**src/rtl/core/olist_pkg.sv**
```systemverilog
// Shared types and codes for the ordered list engine.
package olist_pkg;

  typedef enum logic [2:0] {
    OP_PUSH_FRONT = 3'd0,
    OP_PUSH_BACK  = 3'd1,
    OP_POP_FRONT  = 3'd2,
    OP_POP_BACK   = 3'd3,
    OP_INSERT     = 3'd4,
    OP_SEARCH     = 3'd5
  } olist_op_e;

  typedef enum logic [2:0] {
    STAT_OK       = 3'd0,
    STAT_EMPTY    = 3'd1,
    STAT_BADPOS   = 3'd2,
    STAT_FULL     = 3'd3,
    STAT_NOTFOUND = 3'd4
  } olist_status_e;

  // What every cell does in a cycle
  typedef enum logic [1:0] {
    CELL_HOLD   = 2'd0,
    CELL_OPEN   = 2'd1,
    CELL_CLOSE  = 2'd2,
    CELL_ROTATE = 2'd3
  } cell_op_e;

  typedef enum logic [1:0] {
    ST_IDLE   = 2'b01,
    ST_SEARCH = 2'b10
  } olist_state_e;

  localparam int unsigned OpWidth    = 3;
  localparam int unsigned ValueWidth = 32;
  localparam int unsigned PosWidth   = 5;
  localparam int unsigned StatWidth  = 3;
  localparam int unsigned IdxWidth   = 5;
  localparam int unsigned LenWidth   = 5;

  localparam logic [IdxWidth-1:0] NoIndex = '1;

endpackage

```
**src/rtl/core/olist_cell.sv**
```systemverilog
// One storage cell of the list: holds an entry and takes it from a neighbor.
module olist_cell import olist_pkg::*; #(
  parameter int unsigned DEPTH      = 16,
  parameter int unsigned DATA_WIDTH = 32,
  parameter int unsigned INDEX      = 0,
  localparam int unsigned IW        = (DEPTH > 1) ? $clog2(DEPTH) : 1
) (
  input  logic                  clk_i,
  input  cell_op_e              op_i,
  input  logic [IW-1:0]         at_i,
  input  logic [IW-1:0]         last_i,
  input  logic [DATA_WIDTH-1:0] word_i,
  input  logic [DATA_WIDTH-1:0] prev_i,
  input  logic [DATA_WIDTH-1:0] next_i,
  input  logic [DATA_WIDTH-1:0] head_i,
  output logic [DATA_WIDTH-1:0] data_o
);

  localparam logic [IW-1:0] MyIdx = IW'(INDEX);

  logic [DATA_WIDTH-1:0] data_d, data_q;

  always_comb begin
    data_d = data_q;
    case (op_i)
      CELL_OPEN: begin
        if (MyIdx == at_i) begin
          data_d = word_i;
        end else if (MyIdx > at_i) begin
          data_d = prev_i;
        end
      end
      CELL_CLOSE: data_d = next_i;
      // head wraps around to the last occupied cell
      CELL_ROTATE: begin
        if (MyIdx == last_i) begin
          data_d = head_i;
        end else if (MyIdx < last_i) begin
          data_d = next_i;
        end
      end
      default: data_d = data_q;
    endcase
  end

  always_ff @(posedge clk_i) begin
    data_q <= data_d;
  end

  assign data_o = data_q;

endmodule

```
**config.mk**
```make
export PLATFORM = sky130hd
export DESIGN_NAME = olist_cell
export DESIGN_NICKNAME = d
export VERILOG_FILES = /design/src/rtl/core/olist_pkg.sv /design/src/rtl/core/olist_cell.sv
export SDC_FILE = /design/constraint.sdc
export NUM_CORES = 1
export LEC_CHECK = 0
export ABC_AREA = 1
export BUFFER_PORTS_ARGS = -buffer_cell sky130_fd_sc_hd__buf_4
export CAP_MARGIN = 20
export CORE_ASPECT_RATIO = 1.25
export CORE_UTILIZATION = 44
export DETAILED_ROUTE_END_ITERATION = 8
export PLACE_DENSITY = 0.85
export REMOVE_ABC_BUFFERS = 1
export SLEW_MARGIN = 20
export SYNTH_ARGS = -nofsm -noshare
export SYNTH_HDL_FRONTEND = slang
export SYNTH_SLANG_ARGS = --single-unit
```
**constraint.sdc**
```tcl
create_clock -name clk_i -period 2.7 [get_ports clk_i]
set_clock_uncertainty 0.1 [all_clocks]
set_input_delay 0.405 -clock clk_i [delete_from_list [all_inputs] [get_ports clk_i]]
set_output_delay 0.405 -clock clk_i [all_outputs]
set_load 0.01 [all_outputs]
```
# Word level (Yosys, flattened, before mapping)
# Index checks and enable logic that the tools add are counted.
[totals]
register_bits = 32
output_inout_bits = 32
elab_cells = 17
input_bits = 139
[classes]
n_reduce_logical = 4
n_lt_le_gt_ge = 2
mux = 5
n_eq_ne = 5
[ops]
columns = ["cell", "count"]
rows = [
  ["two-way mux 32 bit", 4],
  ["one-hot mux 32 bit (3 select lines)", 1],
  ["zero test 4 bit", 2],
  ["!= test 3 bit, second input constant", 2],
  ["equality test 2 bit, second input constant", 2],
  ["greater-than comparator 1 x 4 -> 1 bit, first input constant", 1],
  ["< comparator 1 x 4 -> 1 bit, first input constant", 1],
  ["AND reduction 3 bit", 1],
  ["nonzero test 3 bit", 1],
  ["equality test 2 x 1 -> 1 bit, second input constant", 1],
]

# Logic depth before layout (Yosys ltp)
# Gate-level depths: netlist of the first run.
[logic_depth]
ltp_word = 4
mapped_depth = 7
ltp_nobuf = 6

# Least setup slack after synthesis of the first run
# Ideal clock, no wire load.
[synth_timing]
path_kind = "in2reg"
startpoint = "input at_i[0]"
endpoint = "register data_q[0] (netlist: data_o[0]), enable pin"
arrival_ns = 1.534
path_stages = 4
setup_time_ns = 0.389
n_path_buf = 1
required_ns = 2.211
path_slack_ns = 0.676
cell_sequence = "nor2_4 > buf_4 > nand3_1 > nand2_1"
[synth_between]
elab_chain_cells = 3
word_cells_on_any_way = 4
classes_between = "order compare: 1; eq/ne: 1; reduce/logical: 2"
[synth_lines]
columns = ["element", "line", "text"]
rows = [
  ["from (decl)", "olist_cell.sv:10", "input logic [IW-1:0] at_i,"],
  ["greater-than comparator 1 x 4 -> 1 bit / zero test 4 bit (equally long branches)", "olist_cell.sv:29, olist_cell.sv:27", ""],
  ["!= test 3 bit (no line) (*)", "-", ""],
  ["AND reduction 3 bit (no line) (*)", "-", ""],
  ["to (signal assigned)", "olist_cell.sv:47", "data_q <= data_d;"],
  ["to (decl)", "olist_cell.sv:21", "logic [DATA_WIDTH-1:0] data_d, data_q;"],
]
# Mark *: on every way between the ends. The rest lies on a longest branch, timed or not.
# A chain may end at the register's enable or synchronous reset.

# Worst setup path in the final report of the first run
[layout_timing]
startpoint = "input op_i[0]"
endpoint = "register data_q[19] (netlist: data_o[19]), data pin"
[layout_between]
elab_chain_cells = 2
word_cells_on_any_way = 4
classes_between = "eq/ne: 3; mux: 1"
[layout_lines]
columns = ["element", "line", "text"]
rows = [
  ["from (decl)", "olist_cell.sv:9", "input cell_op_e op_i,"],
  ["equality test 2 bit / equality test 2 x 1 -> 1 bit (equally long branches)", "olist_cell.sv:25", "case (op_i)"],
  ["one-hot mux 32 bit (3 select lines) (*)", "olist_cell.sv:25", ""],
  ["via data_d[19]", "olist_cell.sv:21", ""],
]
# The timed path passes the listed nets; every way through them passes the cells marked *.

==> results of run 1 <==
## cell type report
| cell class | instances | area share |
|---|---|---|
| multi-input cells | 270 | 0.318 |
| clock buffers | 7 | 0.0184 |
| inverters | 94 | 0.0848 |
| flip-flops and latches | 32 | 0.231 |
| well taps | 85 | 0.0256 |
| clock inverters | 1 | 0.000903 |
| repair buffers | 178 | 0.321 |
## routing by layer
metal  routed length (µm)  vias to the layer above
met1                 3350                     1471
met4                  251                        0
met2                 4810                      195
met5                    0                        -
met3                  755                       25
li1                     -                     1656
## synth_stat cells (all sizes together)
| cell type | count |
|---|---|
| edfxtp | 32 |
| inv | 94 |
| nand3b | 28 |
| nor2 | 5 |
| nand3 | 129 |
| buf | 26 |
| clkbuf | 1 |
| nand2 | 108 |
## metrics by stage
stage | total power [mW] | std cells | hold WS (ns) | area, µm² | util
final | 1.48 | 667 | 0.318 | 4160 | 0.675
after detailed placement | 1.14 | 659 | 0.608 | 4080 | 0.662
after CTS | 1.49 | 667 | 0.313 | 4160 | 0.675
after global routing | 1.55 | 667 | 0.318 | 4160 | 0.675
after global placement | 1.13 | 659 | 0.601 | 4080 | 0.662
after floorplan | 0.837 | 396 | 0.508 | 2640 | -
## power by group
part | leakage, nW | internal, mW | total, mW | switching [mW]
Sequential | 0.313 | 0.615 | 0.633 | 0.0179
Combinational | 1.96 | 0.264 | 0.500 | 0.236
Clock | 0.0399 | 0.179 | 0.351 | 0.171
Total | 2.31 | 1.06 | 1.48 | 0.425
## worst paths after layout
check,from,to
max,op_i[0],data_o[19]
min,next_i[0],data_o[0]
## kinds of logic (layout without fill, tap and decap cells)
| kind of cell | count (synthesis) | in the layout |
|---|---|---|
| simple gates | 270 | 270 |
| buf+inv | 121 | 280 |
| flops | 32 | 32 |
## tightest hold or removal path, delay by kind of cell
family | cells | cell delay (ns)
simple gates | 2 | 0.11
buf+inv | 1 | 0.08
==> results.cfg, run 1 <==
[global_route]
grt_pass1_wl_mm = 14.0
grt_max_degree = 33
grt_pass1_vias = 3185
grt_busiest_layer = met2
global_route.usage.met3 = 0.0400
met2_usage = 0.491
grt_use_met1 = 0.296
grt.total_usage = 0.269
grt_overflow = 0
antenna_found_initial = 0

[worst_setup_path]
critPathSlowestCell = inv_1
crit_path_frequent_cell = nand3_1
crit_buf_inv = 2
crit_family = buffers and inverters
cp_slowest_stage_delay_ns = 0.75
cp_max_fo = 32
cp.arrival_ns = 1.63
cp_cell_sequence = buf_4 > nand2_1 > inv_1 > nand3_1 > nand3_1
crit_cells = 5
critPathKind = primary input to flop
start_kind = primary input
worstSetupEndpointType = flop
cp.required_ns = 2.73

[logic_synthesis]
netlist_area_um2 = 2820
synth_adder_area_share = 0
yosys.area_share.xor_xnor = 0
synthTopCellsByArea = edfxtp_1 34%, nand3_1 23%, nand2_1 14%, inv_1 12%, nand3b_1 7.5%
synth.largest_area_cell = edfxtp_1
synth_cells = 423
synth_mux_area_frac = 0
synth-simple-area-share = 0.469
yosysWarnings = 0
synthDistinctLibCells = 15
synth_top_family_by_area = simple AND/OR/NAND/NOR gates
yosysTopAreaCellShare = 0.341
yosys_register_bits = 32
synth_seq_area_share = 0.341
syn_avg_cell_area_um2 = 6.67
synth_compound_area_frac = 0

[sta]
finalHoldViolCount = 0
setup_viol = 0
fmaxAchievable_ghz = 0.621
fin_crit_sh = 0.596
rsz0062_at_grt = no
period_needed_ns = 1.61
finalSetupTns_ns = 0
worst_pin_slew_ns = 1.05
final_max_slew_viol_count = 0
fin_ws_ns = 1.09
max_slew_margin = 0.300

[layout]
mostFrequentLayoutCells = 178 x buf_4, 129 x nand3_1, 106 x nand2_1
final_common_cell = buf_4
area_growth_pct = 47.5
n_antenna_cell = 0
fill_cells = 581
largest_reg_flops = 32
final_nets = 720
multiInputGateArea_um2 = 1320
final-seq-area_um2 = 961
drive_above_1_share = 0.328

[cts]
cts_resized = 0
clockBufferDepth = 2
root_buffer = clkbuf_8
cts_buffers = 5
cts-htree-levels = 2
ctsHoldBuffers = 0
cts.sinks = 32
post_cts_buffers = 0
cts_tree = done
path_clk_slew_ns = 0.07

[place]
gp_congestion = 0.839
io_buffer_count = 170
pre_cts_slack_ns = 0.835
dp_hpwl_mm = 6.45

[floorplan]
die_y_um = 91.5
initial_utilization = 0.457
die_w_um = 73.6
io_pins = 171
fp-row-count = 32
dieArea_um2 = 6740
fp.coreArea_um2 = 6170

[routing]
route.antenna.remaining_nets = 0
vias_per_cell = 5.02
drt-initial-drc-count = 169
route.detailed.drc = 0
firstDrtPassIters = 5
vias = 3347
routedWlPerCell_um = 13.7
finalWirelength_mm = 9.17

[min_path]
hold_depth = 3
hp-class = primary input to flop

[power]
power.density_nw_per_um2 = 357
leakagePower_nw = 2.31
ir_drop_mv = 0.190

[run]
drv_cap = 0

[run_status]
status = completed
Note: power is estimated with default switching activity, not from simulation.
==> run 2: changes to the inputs <==
CORE_UTILIZATION = 40   (was 44)
PLACE_DENSITY = 0.82   (was 0.85)
clock period = 1.4 ns   (was 2.7 ns; I/O delays follow)
==> run 2 against run 1 <==
  * Critical path depth is 4 lower
  * Highest routed layer unchanged
  * Worst hold slack worse by 0.19 ns
  * Sequential power is 93% higher
  * Power is 95% higher
  * Final area is 3.1% higher
  * Combinational power is 100% higher
  * Routed wire length is 1.6% higher
  * Largest cell class unchanged
  * Non-clock buffer count is 15 higher
==> results.cfg, run 2 (synthesis gave the netlist of run 1 again) <==
[cts]
cts_resized = 0
ctsHoldBuffers = 0
cts-htree-levels = 2
path_clk_slew_ns = 0.07
post_cts_buffers = 0
cts_buffers = 5
cts_tree = done
clockBufferDepth = 2
root_buffer = clkbuf_8
cts.sinks = 32

[power]
power.density_nw_per_um2 = 674
power.total_mw = 2.89
clkPwrFrac = 0.232
ir_drop_mv = 0.406
combPwrFrac = 0.346
intPower_mw = 2.06
sequentialPowerShare = 0.423
leakagePower_nw = 2.39
p_sw_mw = 0.831
switching_share = 0.287

[place]
gp_congestion = 0.864
pre_cts_slack_ns = 0.0214
dp_hpwl_mm = 7.19
io_buffer_count = 170

[floorplan]
dieArea_um2 = 7390
fp-row-count = 33
die_y_um = 95.9
initial_utilization = 0.422
fp.coreArea_um2 = 6690
io_pins = 171
die_w_um = 77.1

[run_status]
status = completed

[routing]
routedWlPerCell_um = 13.6
vias = 3411
finalWirelength_mm = 9.32
drt-initial-drc-count = 184
firstDrtPassIters = 5
route.detailed.drc = 0
vias_per_cell = 4.99
route.antenna.remaining_nets = 0

[layout]
final_nets = 735
mostFrequentLayoutCells = 192 x buf_4, 129 x nand3_1, 106 x nand2_1
fill_cells = 606
final_common_cell = buf_4
area_growth_pct = 52.1
largest_reg_flops = 32
drive_above_1_share = 0.348
n_antenna_cell = 0

[sta]
finalHoldViolCount = 0
holdWs_ns = 0.124
fin_crit_sh = 0.833
finalSetupTns_ns = 0
period_needed_ns = 1.17
fin_ws_ns = 0.234
final_max_slew_viol_count = 0
rsz0062_at_grt = no
max_slew_margin = 0.747
fmaxAchievable_ghz = 0.857
setup_viol = 0
worst_pin_slew_ns = 0.379

[global_route]
grt_overflow = 0
grt_pass1_wl_mm = 14.5
grt_max_degree = 33
grt.total_usage = 0.251
grt_pass1_vias = 3125
antenna_found_initial = 0

[worst_setup_path]
crit_buf_inv = 1
cp.arrival_ns = 0.86
crit_family = flip-flops
cp_cell_sequence = buf_4
worstSetupEndpointType = output port
critPathKind = flop to output port
cp_max_fo = 1
start_kind = flop
cp_slowest_stage_delay_ns = 0.41
critPathSlowestCell = edfxtp_1
cp.required_ns = 1.09
crit_cells = 1

[min_path]
hold_depth = 3
hp-class = primary input to flop

[run]
drv_cap = 0
run 2: cell types whose count changed in the layout (fill, tap and decap cells not counted):
cell / change
clkbuf_1: -2
buf_4: +14
clkinv_2: +2
buf_12: +1
run 2: through the flow:
step	instance area (µm²)	std cells	util
6_report	4290	684	0.641
4_1_cts	4290	684	0.641
5_1_grt	4290	684	0.641
2_1_floorplan	2640	396	-
3_5_place_dp	4210	676	0.629
3_3_place_gp	4210	676	0.629
run 2: power by group through the flow:
stage / clock (mW) / sequential (mW) / combinational (mW)
2_1_floorplan: 0 / 1.29 / 0.321
3_3_place_gp: 0 / 1.24 / 0.980
3_5_place_dp: 0 / 1.24 / 0.997
4_1_cts: 0.681 / 1.22 / 1.00
6_report: 0.671 / 1.22 / 0.999
5_1_grt: 0.708 / 1.23 / 1.09
run 2: cell type report:
type / count / area (µm²) / share of cell area
multi-input combinational: 270 / 1320 / 0.308
clock buffer: 5 / 68.8 / 0.0160
clock inverter: 3 / 13.8 / 0.00321
timing repair buffer: 193 / 1460 / 0.341
tap: 87 / 109 / 0.0254
inverter: 94 / 353 / 0.0823
sequential: 32 / 961 / 0.224
run 2: path summary, 6_finish.rpt:
check	startpoint	endpoint	slack (ns)
min	next_i[15]	data_o[15]	0.12
max	data_o[10]	data_o[10]	0.23
run 2: metal layers:
metal,GRT usage,up-vias,wire length (µm)
met5,0,-,0
met2,0.468,204,4810
met3,0.0512,22,814
met4,0.0912,0,226
met1,0.283,1502,3470
li1,-,1683,-
